**src/hdl/swu_pkg.sv**
```systemverilog
`timescale 1ns / 1ps
// ----------------------------------------------------------------------------
// swu_pkg
// Shared types, register indexes and decay factors of the STDP weight update.
// ----------------------------------------------------------------------------
package swu_pkg;

	localparam int W_ID    = 32;
	localparam int W_WT    = 17;
	localparam int W_DT    = 16;
	localparam int W_DW    = 18;
	localparam int W_TAU   = 16;
	localparam int W_CFG   = 17;
	localparam int W_IDX   = 2;
	localparam int X_BITS  = 20;
	localparam int R_BITS  = 31;
	localparam int C_BITS  = 30;
	localparam int IN_TDATA_W  = 72;
	localparam int OUT_TDATA_W = 88;

	localparam logic [W_IDX-1:0] REG_GAIN_POT = 2'd0;
	localparam logic [W_IDX-1:0] REG_GAIN_DEP = 2'd1;
	localparam logic [W_IDX-1:0] REG_TAU      = 2'd2;

	localparam logic [W_CFG-1:0] RST_GAIN_POT = 17'd3277;
	localparam logic [W_CFG-1:0] RST_GAIN_DEP = 17'd2621;
	localparam logic [W_TAU-1:0] RST_TAU      = 16'd1280;

	localparam logic [W_WT-1:0] WT_ONE = 17'd65536;

	// round(exp(-2^(k-16)) * 2^30) for bit k of the Q4.16 exponent argument
	localparam logic [C_BITS-1:0] EXP_C [X_BITS] = '{
		30'd1073725440, 30'd1073709056, 30'd1073676290, 30'd1073610760,
		30'd1073479712, 30'd1073217664, 30'd1072693760, 30'd1071646719,
		30'd1069555701, 30'd1065385899, 30'd1057095000, 30'd1040706261,
		30'd1008687096, 30'd947573834,  30'd836230973,  30'd651257337,
		30'd395007542,  30'd145315154,  30'd19666268,   30'd360200
	};

	typedef struct packed {
		logic [W_ID-1:0]  id;
		logic [W_WT-1:0]  weight;
		logic [W_DT-1:0]  mag;
		logic             ltp;
		logic [W_CFG-1:0] gain;
	} swu_item_t;

	typedef struct packed {
		swu_item_t item;
		logic      ovf;
	} swu_ctx_t;

endpackage

```
**src/hdl/swu_front.sv**
```systemverilog
`timescale 1ns / 1ps
// ----------------------------------------------------------------------------
// swu_front
// Input side: splits the time difference into magnitude and sign, picks the gain.
// ----------------------------------------------------------------------------
module swu_front (
	input  logic [swu_pkg::W_ID-1:0]  syn_id,
	input  logic [swu_pkg::W_WT-1:0]  weight_in,
	input  logic [swu_pkg::W_DT-1:0]  time_difference,
	input  logic [swu_pkg::W_CFG-1:0] gain_potentiation,
	input  logic [swu_pkg::W_CFG-1:0] gain_depression,
	output swu_pkg::swu_item_t        item
);
	import swu_pkg::*;

	logic ltp;

	always_comb begin
		// Positive difference means post fired after pre: potentiation.
		ltp = !time_difference[W_DT-1] && (time_difference != '0);
		item.id     = syn_id;
		item.weight = weight_in;
		item.mag    = time_difference[W_DT-1] ? (~time_difference + 16'd1) : time_difference;
		item.ltp    = ltp;
		item.gain   = ltp ? gain_potentiation : gain_depression;
	end

endmodule

```
**config.mk**
```make
export PLATFORM = sky130hd
export DESIGN_NAME = swu_front
export DESIGN_NICKNAME = d
export VERILOG_FILES = /design/src/hdl/swu_pkg.sv /design/src/hdl/swu_front.sv
export SDC_FILE = /design/constraint.sdc
export NUM_CORES = 1
export LEC_CHECK = 0
export BUFFER_PORTS_ARGS = -buffer_cell sky130_fd_sc_hd__buf_2
export CAP_MARGIN = 20
export CORE_AREA = 2 2 70 72
export DETAILED_ROUTE_END_ITERATION = 12
export DIE_AREA = 0 0 72 74
export GPL_TIMING_DRIVEN = 0
export PLACE_DENSITY_LB_ADDON = 0.3
export SLEW_MARGIN = 20
export SYNTH_ARGS = -nofsm -noshare
export SYNTH_HDL_FRONTEND = slang
export SYNTH_SLANG_ARGS = --single-unit
```
**constraint.sdc**
```tcl
create_clock -name vclk -period 2
set_input_delay 0 -clock vclk [all_inputs]
set_output_delay 0 -clock vclk [all_outputs]
set_load 0.05 [all_outputs]
```
Word-level counts from Yosys, hierarchy flattened
Index checks and enable logic that the tools add are counted.
{"block": "classes", "add_sub_neg": 1, "muxes": 2, "n_bitwise": 1, "reduce_logical": 3}
{"op": "2-to-1 mux 17 bit", "count": 1}
{"op": "adder 16 x 1 -> 16 bit (second input constant)", "count": 1}
{"op": "2-to-1 mux 16 bit", "count": 1}
{"op": "NOT 16 bit", "count": 1}
{"op": "nonzero test 16 bit", "count": 1}
{"op": "logical AND 1 bit", "count": 1}
{"op": "zero test 1 bit", "count": 1}
{"block": "word_totals", "reg_bits": 0, "input_bits": 99, "wordCells": 7}

Logic depth before layout (Yosys ltp)
Gate-level depths: netlist of the first run.
{"block": "depth", "ltp_word": 3, "mapped_depth": 8, "ltp_nobuf": 5}

Least setup slack after synthesis of the first run
Ideal clock, no wire load.
{"block": "synth_path", "kind": "input to output", "from": "in time_difference[2] in the netlist's numbering", "to": "out item[33] in the netlist's numbering", "arrival_ps": 2501, "setup_slack_ps": -501, "cell_stages": 3, "n_path_buf": 0, "cell_sequence": "or4_2 -> nor3_1 -> nor4b_1"}
{"item": "start, declared", "line": "swu_front.sv:9", "rtl": "input logic [swu_pkg::W_DT-1:0] time_difference,"}
{"item": "end, declared", "line": "swu_front.sv:12", "rtl": "output swu_pkg::swu_item_t item"}

==> results.yml, run 1 <==
run_status:
  status: "finished, final reports clean"
sta:
  finalHoldViolations: 0
  timing.slew.headroom_pct: 71.7
  timing.fmax_ghz: 0.511
  transition_at_the_pin_with_the_smallest_max_transition_slack_ns: 0.425
  tns_ns: 0
  fin_crit_ns: 1.96
  timing.final.max_slew_violations: 0
  final-setup-viol-count: 0
  timing.final.crit_share_pct: 97.8
place:
  placement.cell_area_um2: 1720
  place.gp.congestion: 0.751
  buffer_ports.inserted: 133
  detailedPlacementHpwl_um: 3020
setup_path:
  crit_required_ns: 2.00
  timing.critical_path.arrival_ns: 1.96
  setup.worst_path.class: "in2out"
  worstSetupEndpointType: "output pin"
  startpoint_type: "input port"
  worstPathMaxFanout: 4
global_route:
  initial_antenna_violation_count: 0
  globalRouteTotalUtil_pct: 10.5
  globalRoute.totalOverflow: 0
  grt_max_degree: 11
  grt_first_pass_wirelength_um: 4670
  via_count_of_the_first_global_routing_pass: 1118
clock_tree:
  cts_hold_buf: 0
floorplan:
  die-width_um: 72
  die-height_um: 74
  floorplan.initialDensity_pct: 21.4
  core-area_um2: 4600
  std_cell_rows: 25
  ioPinCount: 182
  die_area_um2: 5330
power:
  max-vdd-ir-drop_mv: 0.265
  p_leak_nw: 1.07
  power.density_cell_area_nw_per_um2: 423
routing:
  drc: 0
  detail_route.wl_per_cell_um: 11.5
  drt-pass1-iter-count: 4
  avgViaCountPerCell: 4.17
  drt-initial-drc-count: 8
  ant_nets: 0
  drt_wl_total_um: 3560
  vias: 1290
cells_and_area:
  sequential_cell_total: 0
  fin_nets: 357
  antenna-diode-count: 0
  layout.clock_buffers: 0
  area_growth_pct: 95.4
  ff_latch_area_um2: 0
  drive_gt1_share_pct: 85.9
  postLayoutCellArea_um2: 1920
flow_run:
  timing.max_cap.violations: 0
synth:
  synth_nets: 217
  yosys_warnings: 0
  post_synth_num_cell_types: 25
  synth_seq_area_share_pct: 0
  synth_cells: 117
  synthesis.area_per_instance_um2: 8.42
  synth_area_um2: 985
min_path:
  hold_removal_path_class: "in2out"
layout by cell type (no fill, tap or decap), drive strengths merged:
cell type	count
nor2	1
or2	1
or4	4
o41ai	4
xnor2	13
mux2	17
or4b	1
nor4b	1
ha	1
nand2b	1
buf	192
o41a	1
a21o	1
or3	3
o31ai	4
inv	3
nand2	1
o21ai	4
nor3	1
clkbuf	1
synth_stat cells:
library cell | n | area share [%]
sky130_fd_sc_hd__nor4b_1 | 1 | 0.89
sky130_fd_sc_hd__clkbuf_1 | 1 | 0.38
sky130_fd_sc_hd__ha_1 | 1 | 1.3
sky130_fd_sc_hd__nor3_1 | 1 | 0.51
sky130_fd_sc_hd__buf_6 | 1 | 1.1
sky130_fd_sc_hd__mux2_4 | 9 | 14
sky130_fd_sc_hd__mux2_2 | 8 | 9.1
sky130_fd_sc_hd__buf_4 | 51 | 39
sky130_fd_sc_hd__buf_2 | 1 | 0.51
sky130_fd_sc_hd__buf_12 | 1 | 2.0
sky130_fd_sc_hd__o31ai_1 | 4 | 3.0
sky130_fd_sc_hd__inv_1 | 3 | 1.1
sky130_fd_sc_hd__nand2_1 | 1 | 0.38
sky130_fd_sc_hd__o41a_1 | 1 | 1.1
sky130_fd_sc_hd__or4b_1 | 1 | 1.0
sky130_fd_sc_hd__or4_2 | 2 | 1.8
sky130_fd_sc_hd__xnor2_1 | 13 | 12
sky130_fd_sc_hd__or2_2 | 1 | 0.64
sky130_fd_sc_hd__o21ai_0 | 4 | 2.0
sky130_fd_sc_hd__or3_1 | 3 | 1.9
sky130_fd_sc_hd__nor2_1 | 1 | 0.38
sky130_fd_sc_hd__o41ai_1 | 4 | 3.6
sky130_fd_sc_hd__or4_1 | 2 | 1.5
sky130_fd_sc_hd__nand2b_1 | 1 | 0.64
sky130_fd_sc_hd__a21o_1 | 1 | 0.76
stage by stage:
step	power (mW)	utilization, %	instances	hold slack [ns]	setup WS (ns)
floorplan	0.588	-	117	0.108	0.153
global placement	0.754	37.5	304	0.302	-0.210
detailed placement	0.756	37.5	304	0.302	-0.205
CTS	0.808	41.3	310	0.302	0.00550
global route	0.847	41.9	309	0.304	-0.0114
finish	0.814	41.9	309	0.302	0.0439
metal layers:
layer	share of wire, %	global-route usage [%]	wire, um	vias up
met1	34	11.3	1230	548
met2	51	22.1	1820	106
met4	0	0	0	0
met3	14	2.30	507	0
li1	-	-	-	636
met5	0	0	0	-
cell type report:
cell class	instances	area [um2]
plain buffers	54	418
well taps	54	67.6
multi-input cells	59	588
inverters	3	13.8
fillers	472	2670
repair buffers	139	837
where the power goes:
group / total (mW) / internal (mW) / leakage (nW) / switching [mW]
clock: 0 / 0 / 0 / 0
sequential: 0 / 0 / 0 / 0
combinational: 0.814 / 0.285 / 1.07 / 0.530
total: 0.814 / 0.285 / 1.07 / 0.530
kinds of logic after synthesis:
kind of cell / Yosys count / share of synthesized area [%]
buffers and inverters: 58 / 44.1
multiplexers: 17 / 22.9
AO/OA/AOI/OAI: 14 / 10.5
AND/OR/NAND/NOR: 14 / 9.66
XOR/XNOR: 13 / 11.6
adder cells (fa/ha/maj): 1 / 1.27
path summary, 6_finish.rpt:
kind | endpoint | slack, ns | depth (start not counted) | from
hold / removal | item[66] | 0.30 | 2 | syn_id[15]
setup / recovery | item[6] | 0.04 | 9 | time_difference[1]
repair_timing:
action / CTS / global route
buffers inserted: 4 / 0
gates cloned: 2 / 0
setup endpoints to repair: 18 / 18
hold endpoints to repair: 0 / 0
gates resized for setup: 38 / 9
pin swaps: 2 / 1
worst max-delay path, stage by stage:
cell	delay [ns]
sky130_fd_sc_hd__buf_4	0.13
sky130_fd_sc_hd__inv_4	0.06
sky130_fd_sc_hd__ha_4	0.12
sky130_fd_sc_hd__or4b_4	0.46
sky130_fd_sc_hd__o41a_1	0.42
sky130_fd_sc_hd__buf_4	0.15
sky130_fd_sc_hd__buf_2	0.14
sky130_fd_sc_hd__mux2_2	0.28
sky130_fd_sc_hd__buf_4	0.19
(Power assumes the default switching activity.)
==> run 2, diff against run 1 <==
Settings changed: CAP_MARGIN 20 to unset.
Clock period 2 ns to 2.3 ns, I/O delays scaled along.
==> run 2 against run 1 <==
Against the previous run:
- wire length is 8.3% lower
- critical endpoint is now item[9]
- via count fell by 2.2%
- hold slack did not move
- core utilization is 4.4 points lower
- largest cell class unchanged
==> results.yml, run 2 (synthesized netlist as in run 1, its figures left out) <==
floorplan:
  die-height_um: 74
  core-area_um2: 4600
  std_cell_rows: 25
  floorplan.initialDensity_pct: 21.4
  ioPinCount: 182
  die_area_um2: 5330
  die-width_um: 72
sta:
  finalHoldViolations: 0
  final-setup-viol-count: 0
  transition_at_the_pin_with_the_smallest_max_transition_slack_ns: 0.402
  timing.slew.headroom_pct: 73.2
  fin_crit_ns: 2.21
  tns_ns: 0
  timing.final.max_slew_violations: 0
  timing.fmax_ghz: 0.452
  layout_setup_ws_ns: 0.0879
  timing.final.crit_share_pct: 96.2
  rsz0062_at_grt: "no"
routing:
  drc: 0
  avgViaCountPerCell: 4.15
  ant_nets: 0
  detail_route.wl_per_cell_um: 10.7
  drt-pass1-iter-count: 4
  drt_wl_total_um: 3260
  vias: 1261
  drt-initial-drc-count: 15
power:
  p_leak_nw: 0.988
  max-vdd-ir-drop_mv: 0.228
  power.density_cell_area_nw_per_um2: 379
  switchingPower_mw: 0.447
  pwr-share-clk_pct: 0
  share_comb_of_total_power_pct: 100.0
  internal-power_mw: 0.207
  finalPower_mw: 0.654
  power.switching_fraction_pct: 68.4
  sequentialPowerShare_pct: 0
cells_and_area:
  most_frequent_standard_cell_in_the_layout_excluding_fill_and_tap_cells: "sky130_fd_sc_hd__buf_2"
  layout.clock_buffers: 0
  layout.cells.most_common_list: "sky130_fd_sc_hd__buf_2, sky130_fd_sc_hd__buf_4, sky130_fd_sc_hd__xnor2_1, sky130_fd_sc_hd__mux2_4, sky130_fd_sc_hd__mux2_2"
  drive_gt1_share_pct: 83.2
  area_growth_pct: 75.1
  fin_nets: 352
  sequential_cell_total: 0
  fill_cells: 491
  antenna-diode-count: 0
  multi_input_area_um2: 557
  ff_latch_area_um2: 0
global_route:
  globalRoute.totalOverflow: 0
  grt_max_degree: 11
  via_count_of_the_first_global_routing_pass: 1029
  initial_antenna_violation_count: 0
  grt_first_pass_wirelength_um: 4190
  globalRouteTotalUtil_pct: 9.44
place:
  buffer_ports.inserted: 133
  dp_worst_setup_slack_ns: 0.0948
  detailedPlacementHpwl_um: 3020
  place.gp.congestion: 0.751
setup_path:
  timing.critical_path.arrival_ns: 2.21
  crit_required_ns: 2.30
  worstSetupStartpoint: "time_difference[1]"
  endpoint: "item[9]"
  worstPathMaxFanout: 10
  worstSetupEndpointType: "output pin"
  startpoint_type: "input port"
  setup.worst_path.class: "in2out"
min_path:
  hold_removal_path_class: "in2out"
  hold_path.startpoint: "syn_id[15]"
flow_run:
  timing.max_cap.violations: 0
run_status:
  status: "finished, final reports clean"
clock_tree:
  postCtsSetupBuffers: 0
  cts_hold_buf: 0
  cts_resized: 0
[run 2: metrics by stage]
step           util, %  area (um2)  hold slack (ns)  cells
2_1_floorplan        -         991            0.108    117
3_3_place_gp      37.5        1720            0.302    304
3_5_place_dp      37.5        1720            0.302    304
4_1_cts           37.5        1720            0.302    304
5_1_grt           37.5        1720            0.304    304
6_report          37.5        1720            0.302    304
[run 2: worst min-delay path by stage]
stage | end | slack, ns | cells past startpoint
2_1_floorplan | item[33] | 0.11 | 1
3_3_place_gp | item[40] | 0.30 | 2
3_5_place_dp | item[38] | 0.30 | 2
4_1_cts | item[66] | 0.30 | 2
5_1_grt | item[59] | 0.30 | 2
6_report | item[66] | 0.30 | 2
[run 2: power groups by stage]
stage | Combinational, mW | Clock [mW] | Sequential [mW]
floorplan | 0.511 | 0 | 0
global route | 0.682 | 0 | 0
CTS | 0.659 | 0 | 0
global placement | 0.656 | 0 | 0
finish | 0.654 | 0 | 0
detailed placement | 0.657 | 0 | 0
[run 2: layout make-up]
| type | count | area share [%] |
|---|---|---|
| Tap cell | 54 | 3.92 |
| Inverter | 3 | 0.653 |
| Timing Repair Buffer | 133 | 38.6 |
| Buffer | 55 | 24.5 |
| Multi-Input combinational cell | 59 | 32.3 |
[run 2: worst max-delay path: stages]
cell and delay [ns]:
sky130_fd_sc_hd__buf_2 0.12, sky130_fd_sc_hd__inv_1 0.07, sky130_fd_sc_hd__ha_1 0.17, sky130_fd_sc_hd__or4b_1 0.42
sky130_fd_sc_hd__buf_2 0.17, sky130_fd_sc_hd__o41a_1 0.44, sky130_fd_sc_hd__buf_6 0.16, sky130_fd_sc_hd__buf_12 0.15
sky130_fd_sc_hd__mux2_4 0.30, sky130_fd_sc_hd__buf_2 0.21
[run 2: per-layer routing]
metal  share of wire [%]  global-route usage, %  vias to the layer above
li1                    -                      -                      623
met3                  16                   2.30                        0
met4                   0                      0                        0
met2                  51                   20.0                      110
met1                  33                   9.89                      528
met5                   0                      0                        -
