**src/hdl/swu_pkg.sv**
```systemverilog
`timescale 1ns / 1ps
// ----------------------------------------------------------------------------
// swu_pkg
// Shared types, register indexes and decay factors of the STDP weight update.
// ----------------------------------------------------------------------------
package swu_pkg;

	localparam int W_ID    = 32;
	localparam int W_WT    = 17;
	localparam int W_DT    = 16;
	localparam int W_DW    = 18;
	localparam int W_TAU   = 16;
	localparam int W_CFG   = 17;
	localparam int W_IDX   = 2;
	localparam int X_BITS  = 20;
	localparam int R_BITS  = 31;
	localparam int C_BITS  = 30;
	localparam int IN_TDATA_W  = 72;
	localparam int OUT_TDATA_W = 88;

	localparam logic [W_IDX-1:0] REG_GAIN_POT = 2'd0;
	localparam logic [W_IDX-1:0] REG_GAIN_DEP = 2'd1;
	localparam logic [W_IDX-1:0] REG_TAU      = 2'd2;

	localparam logic [W_CFG-1:0] RST_GAIN_POT = 17'd3277;
	localparam logic [W_CFG-1:0] RST_GAIN_DEP = 17'd2621;
	localparam logic [W_TAU-1:0] RST_TAU      = 16'd1280;

	localparam logic [W_WT-1:0] WT_ONE = 17'd65536;

	// round(exp(-2^(k-16)) * 2^30) for bit k of the Q4.16 exponent argument
	localparam logic [C_BITS-1:0] EXP_C [X_BITS] = '{
		30'd1073725440, 30'd1073709056, 30'd1073676290, 30'd1073610760,
		30'd1073479712, 30'd1073217664, 30'd1072693760, 30'd1071646719,
		30'd1069555701, 30'd1065385899, 30'd1057095000, 30'd1040706261,
		30'd1008687096, 30'd947573834,  30'd836230973,  30'd651257337,
		30'd395007542,  30'd145315154,  30'd19666268,   30'd360200
	};

	typedef struct packed {
		logic [W_ID-1:0]  id;
		logic [W_WT-1:0]  weight;
		logic [W_DT-1:0]  mag;
		logic             ltp;
		logic [W_CFG-1:0] gain;
	} swu_item_t;

	typedef struct packed {
		swu_item_t item;
		logic      ovf;
	} swu_ctx_t;

endpackage

```
**src/hdl/swu_fifo.sv**
```systemverilog
`timescale 1ns / 1ps
// ----------------------------------------------------------------------------
// swu_fifo
// Four-entry queue of classified transactions between front and back.
// ----------------------------------------------------------------------------
module swu_fifo (
	input  logic               clk,
	input  logic               arst_n,
	input  logic               push,
	input  swu_pkg::swu_item_t push_item,
	output logic               full,
	input  logic               pop,
	output logic               valid,
	output swu_pkg::swu_item_t head
);
	import swu_pkg::*;

	swu_item_t  mem_q [4];
	logic [1:0] wr_ptr_q;
	logic [1:0] rd_ptr_q;
	logic [2:0] count_q;
	logic       do_push;
	logic       do_pop;

	assign full    = count_q[2];
	assign valid   = count_q != 3'd0;
	assign head    = mem_q[rd_ptr_q];
	assign do_push = push && !full;
	assign do_pop  = pop && valid;

	always_ff @(posedge clk or negedge arst_n) begin
		if (!arst_n) begin
			wr_ptr_q <= '0;
			rd_ptr_q <= '0;
			count_q  <= '0;
		end else begin
			if (do_push) wr_ptr_q <= wr_ptr_q + 2'd1;
			if (do_pop)  rd_ptr_q <= rd_ptr_q + 2'd1;
			if (do_push && !do_pop)      count_q <= count_q + 3'd1;
			else if (do_pop && !do_push) count_q <= count_q - 3'd1;
		end
	end

	always_ff @(posedge clk) begin
		if (do_push) mem_q[wr_ptr_q] <= push_item;
	end

endmodule

```
**config.mk**
```make
export PLATFORM = sky130hd
export DESIGN_NAME = swu_fifo
export DESIGN_NICKNAME = d
export VERILOG_FILES = /design/src/hdl/swu_pkg.sv /design/src/hdl/swu_fifo.sv
export SDC_FILE = /design/constraint.sdc
export NUM_CORES = 1
export LEC_CHECK = 0
export ABC_AREA = 1
export BUFFER_PORTS_ARGS = -buffer_cell sky130_fd_sc_hd__buf_2
export CAP_MARGIN = 20
export CELL_PAD_IN_SITES_DETAIL_PLACEMENT = 0
export CELL_PAD_IN_SITES_GLOBAL_PLACEMENT = 2
export CORE_MARGIN = 5
export CORE_UTILIZATION = 40
export DETAILED_ROUTE_END_ITERATION = 10
export PLACE_DENSITY_LB_ADDON = 0.1
export SLEW_MARGIN = 10
export SYNTH_ARGS = -nofsm -noshare
export SYNTH_HDL_FRONTEND = slang
export SYNTH_SLANG_ARGS = --single-unit
```
**constraint.sdc**
```tcl
create_clock -name clk -period 10.05 [get_ports clk]
set_clock_uncertainty 0.05 [all_clocks]
set_input_delay 3.015 -clock clk [delete_from_list [all_inputs] [get_ports clk]]
set_output_delay 3.015 -clock clk [all_outputs]
set_load 0.05 [all_outputs]
```
Word level (Yosys, flattened, before mapping)

Memory sizes are Yosys's and may differ from the RTL's.
Index checks and enable logic that the tools add are counted.
W data, S select, Z words.

Memories: 1
Output and inout port bits: 85
Flip-flop bits (word level): 7
Input bits: 87
RAM bits: 332
Logic and storage cells: 21

$add $sub $neg: 4
Reduce and logical (&&, ||, !) cells: 9
Multiplexer cells: 4

Memory list:

| name  | depth | bits a word | rd ports | clocked after memory_dff | wr ports | line           | source |
|---|---|---|---|---|---|---|---|
| mem_q | 4     | 83          | 1        | 0                        | 1        | swu_fifo.sv:18 | `swu_item_t mem_q [4];` |

Operators with widths:

| operator              | number |
|---|---|
| $mux W3               | 2 |
| $add A2 B1 Y2 const B | 2 |
| $logic_and A1 B1 Y1   | 4 |
| $add A3 B1 Y3 const B | 1 |
| $logic_not A1 Y1      | 3 |
| $reduce_bool A3 Y1    | 1 |
| $sub A3 B1 Y3 const B | 1 |
| $mux W1               | 2 |
| $reduce_bool A2 Y1    | 1 |

Depth between registers and ports, before layout

Gate-level depths: netlist (run 1).

Depth after elaboration: 6
Depth in mapped cells: 11
Gate-level depth less buffers: 11

Worst setup path before layout (run 1)

Ideal clock, no wire load.

Kind: input-to-reg
Start point: input port push
End point: memory mem_q[0][0] (netlist bit), enable pin
Buffers on the path: 0
Required time: 9475 ps
Cell stages on the path: 2
Library setup time: 525 ps
Data arrival time: 6617 ps
Path slack: 2858 ps
Path through: nand2_1 > nor2_1

Cells in the longest elaborated chain, start to end: 3

Ends and longest elaborated chain:

| element                       | line           | source |
|---|---|---|
| start, declared               | swu_fifo.sv:9  | `input logic push,` |
| $logic_and A1 B1 Y1           | swu_fifo.sv:28 | `assign do_push = push && !full;` |
| $mux W1                       | swu_fifo.sv:45 | `if (do_push) mem_q[wr_ptr_q] <= push_item;` |
| $mux W1 (implied by the code) | swu_fifo.sv:45 |  |
| end, declared                 | swu_fifo.sv:18 |  |

No other way between the ends.

==> out/metrics.yaml, run 1 <==
status: "completed"
setup.worst_path.start: "rd_ptr_q[0]"
die-area_sq_mm: 0.0375
tns_ns: 0
antenna_found_initial: 4
setup_violations: 0
postSynthCellCount: 1023
rsz0062_at_grt: "false"
drtIter0Drc: 274
cp_data_arrival_time_ns: 3.10
gp_congestion: 0.700
ys_types: 18
p_sw_mw: 2.32
cts_tree: "yes"
synth_edf_count: 332
sw_frac_of_total: 0.439
yosys.cell_count.top_type: "edfxtp_1"
overflow: 0
async_flop_share: 0.0206
viasPerCell: 4.71
powerDensity_mw_per_mm2: 334
multi_input_area_sq_mm: 0.00242
whs_path_depth: 2
cts_hold_buf: 0
drive_gt1_frac: 0.193
seq_area_sq_mm: 0.0101
r2r_start: "count_q[2]"
internal_power_mw: 2.96
holdCritPathClass: "reg2reg"
start_util: 0.403
dp_hpwl_um: 16000
setup_ws_ns: 3.89
rows: 67
cts_root_buffer: "clkbuf_16"
p_clk_frac: 0.226
power_mw: 5.28
fmax_ghz: 0.162
clk_latency_ns: 0.50
wirelength_um: 28100
dpl_worst_slack_ns: 4.35
netlist_area_sq_mm: 0.0135
ys_warn_count: 0
wire_per_inst_um: 16.9
synth_top_area_cell: "edfxtp_1"
slew_viol_final: 0
synthFlopType: "edfxtp_1"
synth_common_cells: "332 x edfxtp_1, 266 x nand2_1, 179 x inv_1"
io_pins: 172
yosysSeqAreaShare: 0.752
synth_nets: 1116
worst_slew_pin_slew_ns: 1.03
placed_area_sq_mm: 0.0147
seqPwrFrac: 0.353
cp-start-kind: "flip-flop"
finalInstanceArea_sq_mm: 0.0158
cts_resized: 0
fin_nets: 1282
path_max_fanout: 156
ir_drop_mv: 0.228
finalCritPeriodShare: 0.613
grt_start_max_net_pins: 157
cts_made_buffers: 37
clockBufferDepth: 3
nFillCells: 3018
cts.clk_slew.worst_paths_ns: 0.05
drv_cap: 0
hold_start: "count_q[2]"
reg2regPathDepth: 4
min_period_ns: 6.16
drt_drc_violations_left: 0
via_count: 7816
grt_pass1_wl_um: 44400
firstDrtPassIters: 4
area_delta_synth_final_pct: 17.2
ys_seq_elements: 339
grt_pass1_vias: 7995
synth.area.top_cells: "edfxtp_1 74%, o211ai_1 9.2%, nand2_1 7.4%"
hold_viol: 0
maxSlewHeadroom: 0.315
endpoint_kind: "output pin"
antenna_left: 0
die_x_um: 194
port-buffer-count: 171
worstPathRequired_ns: 6.99
avgSynthCellArea_sq_um: 13.2
combPwrFrac: 0.422
utilization: 0.473
core_sq_mm: 0.0334
cts-htree-levels: 2
post_cts_buffers: 0
yosysTopAreaCellShare: 0.739
cts_sinks: 339
leakagePower_nw: 6.32
critical_path_class: "reg2out"
die-height_um: 194
track_usage: 0.150
## sequential cells by signal (all words and copies together), names as in the netlist
signal    flops
mem_q       332
count_q       3
rd_ptr_q      2
wr_ptr_q      2
## kinds of logic (layout without fill, tap and decap cells)
family / Yosys count / after routing / share of synthesized area
flops: 339 / 339 / 0.752
simple gates: 275 / 275 / 0.0770
buf+inv: 234 / 423 / 0.0706
compound gates: 167 / 167 / 0.0928
fa+ha+maj: 6 / 6 / 0.00612
xor+xnor: 2 / 2 / 0.00130
other cells: 0 / 1 / 0
## worst paths after layout
| kind | end | slack [ns] |
|---|---|---|
| worst max-delay path | head[69] | 3.89 |
| worst min-delay path | count_q[2] | 0.46 |
| worst max register to register | mem_q[3][75] | 7.09 |
| worst min register to register | count_q[2] | 0.46 |
| max in group asynchronous | rd_ptr_q[1] | 7.45 |
| min in group asynchronous | wr_ptr_q[0] | 2.31 |
## per-layer routing
layer,global-route usage,routed length (um)
met3,0.0346,1480
met2,0.254,13600
met1,0.196,12400
met5,0,52
met4,0.0391,544
## cell usage in the layout (no fill, tap or decap)
cell type / n
ha_1: 5
dfrtp_1: 6
inv_6: 2
nand2_1: 266
xor2_1: 1
clkbuf_16: 37
buf_2: 171
fa_1: 1
inv_8: 1
dfrtp_4: 1
inv_1: 178
o211ai_1: 166
clkbuf_8: 3
o21ai_0: 1
buf_4: 10
diode_2: 1
nor2_4: 4
clkinv_2: 5
edfxtp_1: 332
nand3_1: 3
nor2_1: 1
clkbuf_1: 12
nand4_1: 1
clkinv_1: 4
xnor2_1: 1
## layout make-up
cell class / instances / share of cell area
repair buffers: 181 / 0.0589
diodes: 1 / 0.000158
inverters: 180 / 0.0433
well taps: 448 / 0.0355
clock inverters: 10 / 0.00332
flip-flops and latches: 339 / 0.642
multi-input cells: 450 / 0.153
clock buffers: 52 / 0.0640
## through the flow
step | std cells | hold WS [ns]
after floorplan | 1023 | 0.433
after global placement | 1598 | 0.439
after detailed placement | 1598 | 0.450
after CTS | 1660 | 0.464
after global routing | 1661 | 0.503
final | 1661 | 0.457
## critical path, cell delays in order (launching register included)
cell and delay, ns:
dfrtp_1 0.45, inv_8 0.53, buf_4 0.82, o211ai_1 0.15, nand2_1 0.20, buf_2 0.29
## power groups by stage
| stage | Clock [mW] | Combinational [mW] | Sequential, mW |
|---|---|---|---|
| 2_1_floorplan | 0 | 1.73 | 1.91 |
| 3_3_place_gp | 0 | 2.28 | 1.89 |
| 3_5_place_dp | 0 | 2.28 | 1.89 |
| 4_1_cts | 1.23 | 2.29 | 1.86 |
| 5_1_grt | 1.30 | 2.42 | 1.88 |
| 6_report | 1.19 | 2.23 | 1.86 |
Power figures use the tool's default switching activity.
==> inputs of run 2 (changes only) <==
Settings changed: ABC_AREA 1 to 0.
Clock period 10.05 ns to 6.4 ns, I/O delays scaled along.
==> out/metrics.yaml, run 2 <==
status: "completed"
rsz0062_at_grt: "false"
holdCritPathClass: "reg2reg"
placed_area_sq_mm: 0.0137
clockBufferDepth: 3
netlist_area_sq_mm: 0.0124
synth_nets: 562
synth.area.top_cells: "edfxtp_1 80%, mux4_2 15%, dfrtp_1 1.4%"
synth_common_cells: "332 x edfxtp_1, 83 x mux4_2, 7 x buf_2, 7 x dfrtp_1, 6 x buf_12"
wire_per_inst_um: 22.1
drive_gt1_frac: 0.465
cp_cell_sequence: "buf_12 > mux4_2 > buf_2"
antenna_left: 0
cp_slowest_cell: "dfrtp_4"
slew_viol_final: 0
critical_path_class: "reg2out"
postSynthCellCount: 469
ys_warn_count: 0
mostFrequentLayoutCell: "edfxtp_1"
ir_drop_mv: 0.227
firstDrtPassIters: 4
reg2regPathDepth: 3
cts_resized: 0
yosysTopAreaCellShare: 0.802
die-area_sq_mm: 0.0347
yosysSeqAreaShare: 0.816
endpoint_kind: "output pin"
r2r_end: "mem_q[1][35]"
wirelength_um: 24100
whs_path_depth: 1
utilization: 0.483
cts.clk_slew.worst_paths_ns: 0.06
path_buf_inv: 2
worstPathRequired_ns: 4.43
gp_congestion: 0.688
grt_pass1_wl_um: 36500
antenna_found_initial: 3
ys_types: 21
area_delta_synth_final_pct: 19.1
synthFlopType: "edfxtp_1"
synth_top_area_cell: "edfxtp_1"
port-buffer-count: 171
die_x_um: 186
core_sq_mm: 0.0307
cts_hold_buf: 0
cts_sinks: 339
hold_viol: 0
via_count: 5519
hold_start: "count_q[2]"
cts_root_buffer: "clkbuf_16"
worst_slew_pin_slew_ns: 1.08
cts_tree: "yes"
fin_nets: 762
start_util: 0.405
r2r_start: "count_q[2]"
cp-start-kind: "flip-flop"
synth_edf_count: 332
drtIter0Drc: 283
cts_made_buffers: 37
hold_end: "count_q[2]"
largest_reg_flops: 332
finalCritPeriodShare: 0.744
die-height_um: 186
reg_top3: "mem_q (332), count_q (3)"
yosys.cell_count.top_type: "edfxtp_1"
async_flop_share: 0.0206
regMostFlops: "mem_q"
avgSynthCellArea_sq_um: 26.5
setup_violations: 0
cpPeakStageDelay_ns: 1.00
fmax_ghz: 0.210
min_period_ns: 4.76
drv_cap: 0
leakagePower_nw: 5.01
ys_seq_elements: 339
clk_latency_ns: 0.49
viasPerCell: 5.07
path_max_fanout: 47
io_pins: 172
drt_drc_violations_left: 0
final_cell_mix: "332 x edfxtp_1, 171 x buf_2, 83 x mux4_2"
track_usage: 0.140
cts-htree-levels: 2
cpLargestDelayFamily: "flip-flops"
tns_ns: 0
finalInstanceArea_sq_mm: 0.0148
grt_start_max_net_pins: 66
dp_hpwl_um: 14200
maxSlewHeadroom: 0.280
post_cts_buffers: 0
ff2ff_setup_slack_ns: 3.89
grt_pass1_vias: 6082
overflow: 0
rows: 64
powerDensity_mw_per_mm2: 518
cp_data_arrival_time_ns: 2.79
## run 2: worst max-delay path by stage
| stage | startpoint | endpoint | slack (ns) | cells after the start |
|---|---|---|---|---|
| final | rd_ptr_q[0] | head[29] | 1.64 | 3 |
| after global routing | rd_ptr_q[0] | head[29] | 1.38 | 3 |
| after CTS | rd_ptr_q[0] | head[29] | 1.50 | 3 |
| after detailed placement | rd_ptr_q[0] | head[29] | 2.04 | 3 |
| after global placement | rd_ptr_q[0] | head[17] | 2.05 | 3 |
| after floorplan | push | mem_q[0][0] | 1.66 | 3 |
## run 2: area by class of cell
cell class | count | area [sq um]
Antenna cell | 1 | 2.50
Clock buffer | 41 | 941
Clock inverter | 21 | 179
Fill cell | 2538 | 15900
Inverter | 3 | 11.3
Multi-Input combinational cell | 107 | 2080
Sequential cell | 339 | 10200
Tap cell | 396 | 495
Timing Repair Buffer | 181 | 943
## run 2: logic make-up (layout without fill, tap and decap cells)
kind of cell	count (synthesis)	after routing	share of synthesized area
other	0	1	0
DFF	339	339	0.816
adders and majority gates	6	6	0.00664
xor gates and xnor gates	6	6	0.00423
muxes	84	84	0.151
AOI/OAI and AO/OA	1	1	0.000402
and+or+nand+nor	10	10	0.00433
buffers and inverters	23	246	0.0170
## run 2: per-stage QoR
step / hold WS, ns / total power, mW / setup WS [ns] / instances
after CTS: 0.470 / 7.83 / 1.50 / 1088
after global placement: 0.453 / 5.81 / 2.05 / 1026
after floorplan: 0.448 / 5.23 / 1.66 / 469
after global routing: 0.491 / 8.04 / 1.38 / 1089
after detailed placement: 0.461 / 5.84 / 2.04 / 1026
final: 0.470 / 7.67 / 1.64 / 1089
## run 2: layer usage
layer / part of all wire / global-route usage / vias to the layer above
met3: 0.067 / 0.0399 / 41
li1: - / - / 2413
met2: 0.52 / 0.243 / 143
met4: 0.019 / 0.0358 / 4
met1: 0.40 / 0.174 / 2918
met5: 0.00095 / 0 / -
## run 2: where the power goes
part	leakage (nW)	switching [mW]	internal, mW
Sequential	3.10	0.244	2.79
Clock	0.546	0.794	1.17
Combinational	1.37	1.84	0.831
Total	5.01	2.88	4.79
